## config.mk

```make
export PLATFORM = sky130hd
export DESIGN_NAME = adif_tag_stream_parser_core
export DESIGN_NICKNAME = d
export VERILOG_FILES = /design/src/hdl/atsp_pkg.sv /design/src/hdl/atsp_front.sv /design/src/hdl/atsp_queue.sv /design/src/hdl/atsp_back.sv /design/src/hdl/adif_tag_stream_parser_core.sv
export SDC_FILE = /design/constraint.sdc
export NUM_CORES = 1
export LEC_CHECK = 0
export BUFFER_PORTS_ARGS = -buffer_cell sky130_fd_sc_hd__buf_2
export CAP_MARGIN = 20
export CORE_MARGIN = 1.5
export CORE_UTILIZATION = 50
export CTS_CLUSTER_SIZE = 25
export DETAILED_ROUTE_END_ITERATION = 12
export GPL_TIMING_DRIVEN = 0
export PLACE_DENSITY = 0.67
export SLEW_MARGIN = 20
export SYNTH_ARGS = -nofsm -noshare
export SYNTH_HDL_FRONTEND = slang
export SYNTH_SLANG_ARGS = --single-unit
```

## constraint.sdc

```tcl
create_clock -name clk -period 8.15 [get_ports clk]
set_input_delay 2.445 -clock clk [delete_from_list [all_inputs] [get_ports clk]]
set_output_delay 2.445 -clock clk [all_outputs]
set_load 0.05 [all_outputs]
```

## src/hdl/atsp_pkg.sv

```systemverilog
// Shared types and constants for the ADIF tag stream parser.
// Used by every module of the block; depends on nothing.
`default_nettype none

package atsp_pkg;

  // Parse phases of the back end
  typedef enum logic [2:0] {
    PH_START = 3'd0,
    PH_GAP   = 3'd1,
    PH_NAME  = 3'd2,
    PH_LEN   = 3'd3,
    PH_TYPE  = 3'd4,
    PH_VALUE = 3'd5
  } phase_t;

  // Result kinds
  localparam logic [1:0] KIND_NAME  = 2'd0;
  localparam logic [1:0] KIND_VALUE = 2'd1;
  localparam logic [1:0] KIND_END   = 2'd2;

  // Characters the parser looks for
  localparam logic [7:0] CH_LT    = 8'h3C;
  localparam logic [7:0] CH_GT    = 8'h3E;
  localparam logic [7:0] CH_COLON = 8'h3A;
  localparam logic [7:0] CH_E     = 8'h65;
  localparam logic [7:0] CH_O     = 8'h6F;
  localparam logic [7:0] CH_H     = 8'h68;
  localparam logic [7:0] CH_R     = 8'h72;

  // Queue between front and back
  localparam int QUEUE_DEPTH = 4;
  localparam int QPTR_BITS   = 2;
  localparam int QCNT_BITS   = 3;

  // Classified input item as it travels through the queue
  typedef struct packed {
    logic [7:0] raw;
    logic [7:0] lower;
    logic       sof;
    logic       space;
    logic       lt;
    logic       gt;
    logic       colon;
    logic       digit;
    logic [3:0] digit_val;
  } item_t;

endpackage

`default_nettype wire

```

## src/hdl/atsp_front.sv

```systemverilog
// Front end: takes input bytes and classifies them for the parser.
// Depends on atsp_pkg.
`default_nettype none

module atsp_front (
  input  wire logic          in_valid,
  input  wire logic [7:0]    in_byte,
  input  wire logic          start_of_file,
  input  wire logic          queue_full,
  output logic               in_stall,
  output logic               push,
  output atsp_pkg::item_t    item
);

  // Accept whenever the queue has room
  assign in_stall = queue_full;
  assign push     = in_valid & ~queue_full;

  // Byte classification
  always_comb begin
    item           = '0;
    item.raw       = in_byte;
    item.sof       = start_of_file;
    item.lower     = (in_byte inside {[8'h41:8'h5A]}) ? (in_byte + 8'h20) : in_byte;
    item.space     = (in_byte == 8'h20) || (in_byte inside {[8'h09:8'h0D]});
    item.lt        = (in_byte == atsp_pkg::CH_LT);
    item.gt        = (in_byte == atsp_pkg::CH_GT);
    item.colon     = (in_byte == atsp_pkg::CH_COLON);
    item.digit     = (in_byte inside {[8'h30:8'h39]});
    item.digit_val = in_byte[3:0];
  end

endmodule

`default_nettype wire

```

## src/hdl/atsp_queue.sv

```systemverilog
// Short FIFO of classified items between the front and back ends.
// Depends on atsp_pkg.
`default_nettype none

module atsp_queue (
  input  wire logic              clk,
  input  wire logic              rst,
  input  wire logic              push,
  input  wire atsp_pkg::item_t   push_item,
  input  wire logic              pop,
  output logic                   full,
  output logic                   head_valid,
  output atsp_pkg::item_t        head_item
);

  atsp_pkg::item_t                    entries [atsp_pkg::QUEUE_DEPTH];
  logic [atsp_pkg::QPTR_BITS-1:0]     wr_ptr;
  logic [atsp_pkg::QPTR_BITS-1:0]     rd_ptr;
  logic [atsp_pkg::QCNT_BITS-1:0]     count;
  logic                               do_pop;

  assign full       = (count == atsp_pkg::QCNT_BITS'(atsp_pkg::QUEUE_DEPTH));
  assign head_valid = (count != '0);
  assign head_item  = entries[rd_ptr];
  assign do_pop     = pop & head_valid;

  // Storage
  always_ff @(posedge clk) begin
    if (push) begin
      entries[wr_ptr] <= push_item;
    end
  end

  // Pointers and fill level
  always_ff @(posedge clk) begin
    if (rst) begin
      wr_ptr <= '0;
      rd_ptr <= '0;
      count  <= '0;
    end else begin
      if (push) begin
        wr_ptr <= wr_ptr + atsp_pkg::QPTR_BITS'(1);
      end
      if (do_pop) begin
        rd_ptr <= rd_ptr + atsp_pkg::QPTR_BITS'(1);
      end
      case ({push, do_pop})
        2'b10:   count <= count + atsp_pkg::QCNT_BITS'(1);
        2'b01:   count <= count - atsp_pkg::QCNT_BITS'(1);
        default: count <= count;
      endcase
    end
  end

endmodule

`default_nettype wire

```

## src/hdl/atsp_back.sv

```systemverilog
// Back end: tag parser state machine and the output register.
// Depends on atsp_pkg; fed by atsp_queue.
`default_nettype none

module atsp_back #(
  parameter int LEN_BITS = 16
) (
  input  wire logic              clk,
  input  wire logic              rst,
  input  wire logic              head_valid,
  input  wire atsp_pkg::item_t   head_item,
  output logic                   pop,
  output logic                   out_valid,
  input  wire logic              out_stall,
  output logic [1:0]             kind,
  output logic [7:0]             data,
  output logic                   ends_field,
  output logic                   in_header,
  output logic                   deliver,
  output logic                   end_of_record
);

  // Parser state
  atsp_pkg::phase_t      phase, phase_next;
  logic                  header, header_next;
  logic [LEN_BITS-1:0]   len_acc, len_acc_next;
  logic                  len_bad, len_bad_next;
  logic [LEN_BITS-1:0]   remaining, remaining_next;
  logic [2:0]            name_count, name_count_next;
  logic                  eoh_match, eoh_match_next;
  logic                  eor_match, eor_match_next;

  // State as seen by this item (start of file restores reset values)
  atsp_pkg::phase_t      e_phase;
  logic                  e_header;
  logic [LEN_BITS-1:0]   e_len_acc;
  logic                  e_len_bad;
  logic [LEN_BITS-1:0]   e_remaining;
  logic [2:0]            e_name_count;
  logic                  e_eoh_match;
  logic                  e_eor_match;

  atsp_pkg::item_t       it;
  logic [LEN_BITS-1:0]   rem_dec;
  logic [LEN_BITS+3:0]   len_mul;
  logic [LEN_BITS-1:0]   close_len;
  logic [7:0]            exp_eoh;
  logic [7:0]            exp_eor;
  logic                  is_eoh;

  // Result of this item
  logic                  res_valid;
  logic [1:0]            res_kind;
  logic [7:0]            res_data;
  logic                  res_ends;
  logic                  res_deliver;

  assign it = head_item;

  always_comb begin
    e_phase      = it.sof ? atsp_pkg::PH_START : phase;
    e_header     = it.sof ? 1'b0 : header;
    e_len_acc    = it.sof ? '0 : len_acc;
    e_len_bad    = it.sof ? 1'b0 : len_bad;
    e_remaining  = it.sof ? '0 : remaining;
    e_name_count = it.sof ? 3'd0 : name_count;
    e_eoh_match  = it.sof ? 1'b1 : eoh_match;
    e_eor_match  = it.sof ? 1'b1 : eor_match;
  end

  // Shared datapath pieces
  assign rem_dec   = e_remaining - {{(LEN_BITS-1){1'b0}}, 1'b1};
  assign len_mul   = ({4'b0, e_len_acc} << 3) + ({4'b0, e_len_acc} << 1)
                   + {{LEN_BITS{1'b0}}, it.digit_val};
  assign close_len = e_len_bad ? '0 : e_len_acc;
  assign is_eoh    = (e_name_count == 3'd3) && e_eoh_match;

  // Expected letters at the current name position
  always_comb begin
    case (e_name_count[1:0])
      2'd0: begin
        exp_eoh = atsp_pkg::CH_E;
        exp_eor = atsp_pkg::CH_E;
      end
      2'd1: begin
        exp_eoh = atsp_pkg::CH_O;
        exp_eor = atsp_pkg::CH_O;
      end
      default: begin
        exp_eoh = atsp_pkg::CH_H;
        exp_eor = atsp_pkg::CH_R;
      end
    endcase
  end

  // Next state
  always_comb begin
    phase_next      = e_phase;
    header_next     = e_header;
    len_acc_next    = e_len_acc;
    len_bad_next    = e_len_bad;
    remaining_next  = e_remaining;
    name_count_next = e_name_count;
    eoh_match_next  = e_eoh_match;
    eor_match_next  = e_eor_match;
    if (e_phase == atsp_pkg::PH_VALUE) begin
      remaining_next = rem_dec;
      if (rem_dec == '0) begin
        phase_next = atsp_pkg::PH_GAP;
      end
    end else if (!it.space) begin
      case (e_phase)
        atsp_pkg::PH_START: begin
          if (it.lt) begin
            header_next     = 1'b0;
            phase_next      = atsp_pkg::PH_NAME;
            name_count_next = 3'd0;
            eoh_match_next  = 1'b1;
            eor_match_next  = 1'b1;
          end else begin
            header_next = 1'b1;
            phase_next  = atsp_pkg::PH_GAP;
          end
        end
        atsp_pkg::PH_GAP: begin
          if (it.lt) begin
            phase_next      = atsp_pkg::PH_NAME;
            name_count_next = 3'd0;
            eoh_match_next  = 1'b1;
            eor_match_next  = 1'b1;
          end
        end
        atsp_pkg::PH_NAME: begin
          if (it.colon) begin
            phase_next   = atsp_pkg::PH_LEN;
            len_acc_next = '0;
            len_bad_next = 1'b0;
          end else if (it.gt) begin
            phase_next = atsp_pkg::PH_GAP;
            if (e_header && is_eoh) begin
              header_next = 1'b0;
            end
          end else begin
            if (e_name_count < 3'd3) begin
              if (it.lower != exp_eoh) eoh_match_next = 1'b0;
              if (it.lower != exp_eor) eor_match_next = 1'b0;
            end else begin
              eoh_match_next = 1'b0;
              eor_match_next = 1'b0;
            end
            if (e_name_count < 3'd7) begin
              name_count_next = e_name_count + 3'd1;
            end
          end
        end
        atsp_pkg::PH_LEN, atsp_pkg::PH_TYPE: begin
          if (it.gt) begin
            if (close_len != '0) begin
              remaining_next = close_len;
              phase_next     = atsp_pkg::PH_VALUE;
            end else begin
              phase_next = atsp_pkg::PH_GAP;
            end
          end else if (e_phase == atsp_pkg::PH_LEN) begin
            if (it.colon) begin
              phase_next = atsp_pkg::PH_TYPE;
            end else if (it.digit) begin
              if (!e_len_bad) begin
                if (len_mul[LEN_BITS+3:LEN_BITS] != 4'd0) begin
                  len_bad_next = 1'b1;
                end else begin
                  len_acc_next = len_mul[LEN_BITS-1:0];
                end
              end
            end else begin
              len_bad_next = 1'b1;
            end
          end
        end
        default: begin
          phase_next = atsp_pkg::PH_START;
        end
      endcase
    end
  end

  // Result of this item
  always_comb begin
    res_valid   = 1'b0;
    res_kind    = atsp_pkg::KIND_NAME;
    res_data    = 8'd0;
    res_ends    = 1'b0;
    res_deliver = 1'b0;
    if (e_phase == atsp_pkg::PH_VALUE) begin
      res_valid = 1'b1;
      res_kind  = atsp_pkg::KIND_VALUE;
      res_data  = it.raw;
      if (rem_dec == '0) begin
        res_ends    = 1'b1;
        res_deliver = ~e_header;
      end
    end else if (!it.space) begin
      case (e_phase)
        atsp_pkg::PH_NAME: begin
          if (it.gt) begin
            res_valid   = 1'b1;
            res_kind    = atsp_pkg::KIND_END;
            res_ends    = 1'b1;
            res_deliver = ~(e_header && is_eoh);
          end else if (!it.colon) begin
            res_valid = 1'b1;
            res_kind  = atsp_pkg::KIND_NAME;
            res_data  = it.lower;
          end
        end
        atsp_pkg::PH_LEN, atsp_pkg::PH_TYPE: begin
          if (it.gt && (close_len == '0)) begin
            res_valid   = 1'b1;
            res_kind    = atsp_pkg::KIND_END;
            res_ends    = 1'b1;
            res_deliver = ~e_header;
          end
        end
        default: begin
          res_valid = 1'b0;
        end
      endcase
    end
  end

  // Items without a result need no room in the output register
  assign pop = head_valid & (~out_valid | ~out_stall | ~res_valid);

  // Parser state registers
  always_ff @(posedge clk) begin
    if (rst) begin
      phase      <= atsp_pkg::PH_START;
      header     <= 1'b0;
      len_acc    <= '0;
      len_bad    <= 1'b0;
      remaining  <= '0;
      name_count <= 3'd0;
      eoh_match  <= 1'b1;
      eor_match  <= 1'b1;
    end else if (pop) begin
      phase      <= phase_next;
      header     <= header_next;
      len_acc    <= len_acc_next;
      len_bad    <= len_bad_next;
      remaining  <= remaining_next;
      name_count <= name_count_next;
      eoh_match  <= eoh_match_next;
      eor_match  <= eor_match_next;
    end
  end

  // Output register
  always_ff @(posedge clk) begin
    if (rst) begin
      out_valid <= 1'b0;
    end else if (pop && res_valid) begin
      out_valid <= 1'b1;
    end else if (!out_stall) begin
      out_valid <= 1'b0;
    end
  end

  always_ff @(posedge clk) begin
    if (pop && res_valid) begin
      kind          <= res_kind;
      data          <= res_data;
      ends_field    <= res_ends;
      in_header     <= header_next;
      deliver       <= res_deliver;
      end_of_record <= res_ends & (e_name_count == 3'd3) & e_eor_match;
    end
  end

endmodule

`default_nettype wire

```

## src/hdl/adif_tag_stream_parser_core.sv

```systemverilog
// ADIF tag stream parser, top level: front classifier, item queue, back parser.
// Throughput: one byte per cycle; a new item is taken every cycle while the
// four-entry queue has room. in_stall rises only once four items wait behind a
// stalled result. Each accepted byte is written into the queue at the accepting
// edge; the parser steps items from the queue head and stores each result in the
// output register. Reset (rst, synchronous): queue empty, parser in start phase.
// Depends on atsp_pkg, atsp_front, atsp_queue, atsp_back.
`default_nettype none

module adif_tag_stream_parser_core #(
  parameter int LEN_BITS = 16
) (
  input  wire logic       clk,
  input  wire logic       rst,
  input  wire logic       in_valid,
  output logic            in_stall,
  input  wire logic [7:0] in_byte,
  input  wire logic       start_of_file,
  output logic            out_valid,
  input  wire logic       out_stall,
  output logic [1:0]      kind,
  output logic [7:0]      data,
  output logic            ends_field,
  output logic            in_header,
  output logic            deliver,
  output logic            end_of_record
);

  atsp_pkg::item_t push_item;
  atsp_pkg::item_t head_item;
  logic            push;
  logic            pop;
  logic            queue_full;
  logic            head_valid;

  // Classify incoming bytes
  atsp_front u_front (
    .in_valid      (in_valid),
    .in_byte       (in_byte),
    .start_of_file (start_of_file),
    .queue_full    (queue_full),
    .in_stall      (in_stall),
    .push          (push),
    .item          (push_item)
  );

  // Decoupling queue
  atsp_queue u_queue (
    .clk        (clk),
    .rst        (rst),
    .push       (push),
    .push_item  (push_item),
    .pop        (pop),
    .full       (queue_full),
    .head_valid (head_valid),
    .head_item  (head_item)
  );

  // Tag parser and output register
  atsp_back #(
    .LEN_BITS (LEN_BITS)
  ) u_back (
    .clk           (clk),
    .rst           (rst),
    .head_valid    (head_valid),
    .head_item     (head_item),
    .pop           (pop),
    .out_valid     (out_valid),
    .out_stall     (out_stall),
    .kind          (kind),
    .data          (data),
    .ends_field    (ends_field),
    .in_header     (in_header),
    .deliver       (deliver),
    .end_of_record (end_of_record)
  );

endmodule

`default_nettype wire
```

==> flow_metrics.env <==
export IMPL_status="complete, no violations"
export IMPL_post_route_util_pct=57.4
export IMPL_cts_buffers_inserted=17
export IMPL_crit_family="buffers and inverters"
export IMPL_cts_tree="yes"
export IMPL_max_slew_margin_pct=37.1
export IMPL_crit_chain="buf_2 -> mux2i_1 -> mux2_2 -> buf_2 -> buf_1 -> clkbuf_1 -> nand2_1 -> inv_1 -> ha_1 -> ha_1 -> a21o_1 -> a21boi_1 -> a21oi_1 -> or3_1 -> a22oi_1 -> nand4_2 -> nor3_2 -> a32o_1"
export IMPL_end_kind="register"
export IMPL_fin_skew_ns=0.00861
export IMPL_slew_violations=0
export IMPL_clk_pin_slew_ns=0.07
export IMPL_first_pass_iters=6
export IMPL_async_reset_ff_share_pct=0
export IMPL_detail_route_vias_per_cell=6.19
export IMPL_worstHoldEndpoint="u_back.len_acc[1]$_SDFFE_PP0P_"
export IMPL_start_util_pct=51.2
export IMPL_ys_seq_area_share_pct=43.1
export IMPL_worstSetupPathType="reg -> reg"
export IMPL_synth_cell_type_count=83
export IMPL_ctsHoldBuffers=0
export IMPL_hold_path_startpoint="u_back.len_acc[1]$_SDFFE_PP0P_"
export IMPL_grt_pass1_wl_mm=35.1
export IMPL_routedWlPerCell_um=20.8
export IMPL_io_pins=29
export IMPL_min_period_ns=6.11
export IMPL_synth_area_leader_cell="edfxtp_1"
export IMPL_ff2ff_path_depth=18
export IMPL_period_share_pct=75.0
export IMPL_cp_arrival_ns=6.48
export IMPL_antenna_found_initial=1
export IMPL_die_height_um=131
export IMPL_post_cts_resized=0
export IMPL_synthTopCellsByArea="edfxtp_1 30%, dfxtp_1 13%, ha_1 6.8%"
export IMPL_clk_path_buf_depth=2
export IMPL_leakagePower_nw=3.49
export IMPL_synth_edf_count=82
export IMPL_setup_violations=0
export IMPL_area_growth_pct=12.2
export IMPL_slowest_stage="nor3_2"
export IMPL_routed_wl_mm=22.5
export IMPL_worst_path_buf_inv=5
export IMPL_worstPathRequired_ns=8.52
export IMPL_worst_pin_slew_ns=0.943
export IMPL_yosys_warnings=0
export IMPL_htreeDepth=4
export IMPL_floorplan_rows=46
export IMPL_cap_viol_max_count=0
export IMPL_powerDensity_nw_per_um2=317
export IMPL_whs_ns=0.497
export IMPL_dp_hpwl_mm=16.5
export IMPL_min_path_type="reg -> reg"
export IMPL_cts_sinks=134
export IMPL_met1_usage_pct=36.1
export IMPL_synth_top_area_share_pct=30.3
export IMPL_die_area_um2=17000
export IMPL_nets=912
export IMPL_busiest_layer="met2"
export IMPL_cts_root_buf="clkbuf_16"
export IMPL_final_hold_viol_count=0
export IMPL_grt_max_degree=18
export IMPL_drc_errors=0
export IMPL_use_met2_pct=44.2
export IMPL_grt_usage_pct=27.5
export IMPL_grt_pass1_vias=6513
export IMPL_cts_setup_buffers=0
export IMPL_synthTopCellsByCount="82 x edfxtp_1, 75 x nand2_1, 62 x nor2_1"
export IMPL_crit_fanout=10
export IMPL_max_stage_delay_ns=0.66
export IMPL_grt_overflow=0
export IMPL_start_kind="register"
export IMPL_use_met3_pct=6.03
export IMPL_syn_instance_count=807
export IMPL_drtIter0Drc=616
export IMPL_reg2reg_to="u_back.len_acc[4]$_SDFFE_PP0P_"
export IMPL_num_vias=6693
export IMPL_fin_setup_tns_ns=0
export IMPL_place_gp_congestion=0.927
export IMPL_power_mw=2.90
export IMPL_yosysMostFrequentCell="edfxtp_1"
export IMPL_rsz0062_at_grt="no"
export IMPL_io_buffers=27
export IMPL_fp_coreArea_um2=15900
export IMPL_max_freq_mhz=164
export IMPL_reg2reg_slack_ns=2.04
export IMPL_nFillCells=1409
export IMPL_synth_net_count=866
export IMPL_synth_ff_type="edfxtp_1"
export IMPL_n_antenna_cell=0
export IMPL_layout_drive_gt1_share_pct=15.1
export IMPL_synth_area_per_cell_um2=10.1
export IMPL_final_area_um2=9120
export IMPL_min_path_cells=2
export IMPL_dpl_cell_area_um2=8540
export IMPL_netlist_area_um2=8130
export IMPL_clk_latency_ns=0.43
export IMPL_ys_seq_elements=134
export IMPL_drtAntennaViolNets=0
export IMPL_fp_dieW_um=131
export IMPL_peakVddDrop_uv=201
==> kinds of logic (layout without fill, tap and decap cells) <==
| group | Yosys count | count (layout) | share of synthesized area (%) |
|---|---|---|---|
| mux | 29 | 29 | 6.11 |
| buf+inv | 73 | 132 | 4.25 |
| flops | 134 | 134 | 43.1 |
| compound gates | 216 | 216 | 18.2 |
| fa+ha+maj | 46 | 46 | 7.26 |
| simple gates | 280 | 280 | 18.0 |
| xor+xnor | 29 | 29 | 3.12 |
==> layout by cell type (no fill, tap or decap), types with 5 or more instances in the layout <==
cell type and instances:
nand2_1 75, nand2b_1 9, o221ai_1 8, and3_1 10
nor4_1 13, o21ai_1 14, ha_1 44, and2_1 5
a22o_1 11, nor2b_1 24, a21o_1 9, inv_1 23
nand3_1 12, a22oi_1 6, nor3b_1 14, edfxtp_1 82
dfxtp_1 52, clkbuf_1 18, or2_2 5, o21ai_0 30
a21oi_1 58, mux2i_1 10, inv_8 5, buf_6 6
nor2_1 61, buf_2 40, mux4_2 16, nand4_1 6
o21a_1 7, xnor2_1 20, a211oi_1 11, or3_1 10
xor2_1 9, a311oi_1 5, clkbuf_16 17, a31oi_1 10
nor3_1 16, buf_1 6
==> routing by layer <==
layer  wire (um)  vias to the layer above
met4         529                        0
met3        1590                       49
met1        9600                     3223
met2       10800                      282
li1            -                     3139
met5           0                        -
==> per-stage QoR <==
stage	setup WS [ns]	std cells
after floorplan	3.79	807
after global placement	2.25	1050
after detailed placement	2.16	1050
after CTS	2.15	1082
after global routing	1.72	1082
final	2.04	1082
==> worst min-delay path, cell delays in order (launching register included) <==
cell and delay, ns:
dfxtp_1 0.33, nand2_1 0.06, o22ai_1 0.06
==> flip-flops by register name, indices dropped and copies added (netlist names), 2 cells and up, named ones only <==
signal	cells
u_queue.entries	68
u_back.len_acc	16
u_back.remaining	16
u_back.data	8
u_back.name_count	3
u_back.phase	3
u_queue.count	3
u_back.kind	2
u_queue.rd_ptr	2
u_queue.wr_ptr	2
==> power by group <==
group	switching, mW	internal, mW	leakage, nW
Sequential	0.0547	0.811	1.20
Combinational	0.822	0.440	2.01
Clock	0.335	0.434	0.284
Total	1.21	1.68	3.49
==> worst max path at each step <==
| stage | start | to | slack, ns | depth (start not counted) |
|---|---|---|---|---|
| 4_1_cts | register | u_back.len_acc[4]$_SDFFE_PP0P_ | 2.15 | 18 |
| 6_report | register | u_back.len_acc[4]$_SDFFE_PP0P_ | 2.04 | 18 |
| 2_1_floorplan | register | u_back.len_acc[4]$_SDFFE_PP0P_ | 3.79 | 17 |
| 5_1_grt | register | u_back.len_acc[4]$_SDFFE_PP0P_ | 1.72 | 18 |
| 3_5_place_dp | register | u_back.len_acc[4]$_SDFFE_PP0P_ | 2.16 | 18 |
| 3_3_place_gp | register | u_back.len_acc[8]$_SDFFE_PP0P_ | 2.25 | 18 |
==> area by class of cell <==
type / count / area (um2) / share of cell area [%]
Multi-Input combinational cell: 600 / 4290 / 47.0
Timing Repair Buffer: 27 / 135 / 1.48
Tap cell: 216 / 270 / 2.96
Inverter: 26 / 97.6 / 1.07
Sequential cell: 134 / 3500 / 38.4
Buffer: 47 / 248 / 2.72
Clock buffer: 17 / 425 / 4.66
Clock inverter: 15 / 159 / 1.74
Power figures use the tool's default switching activity.
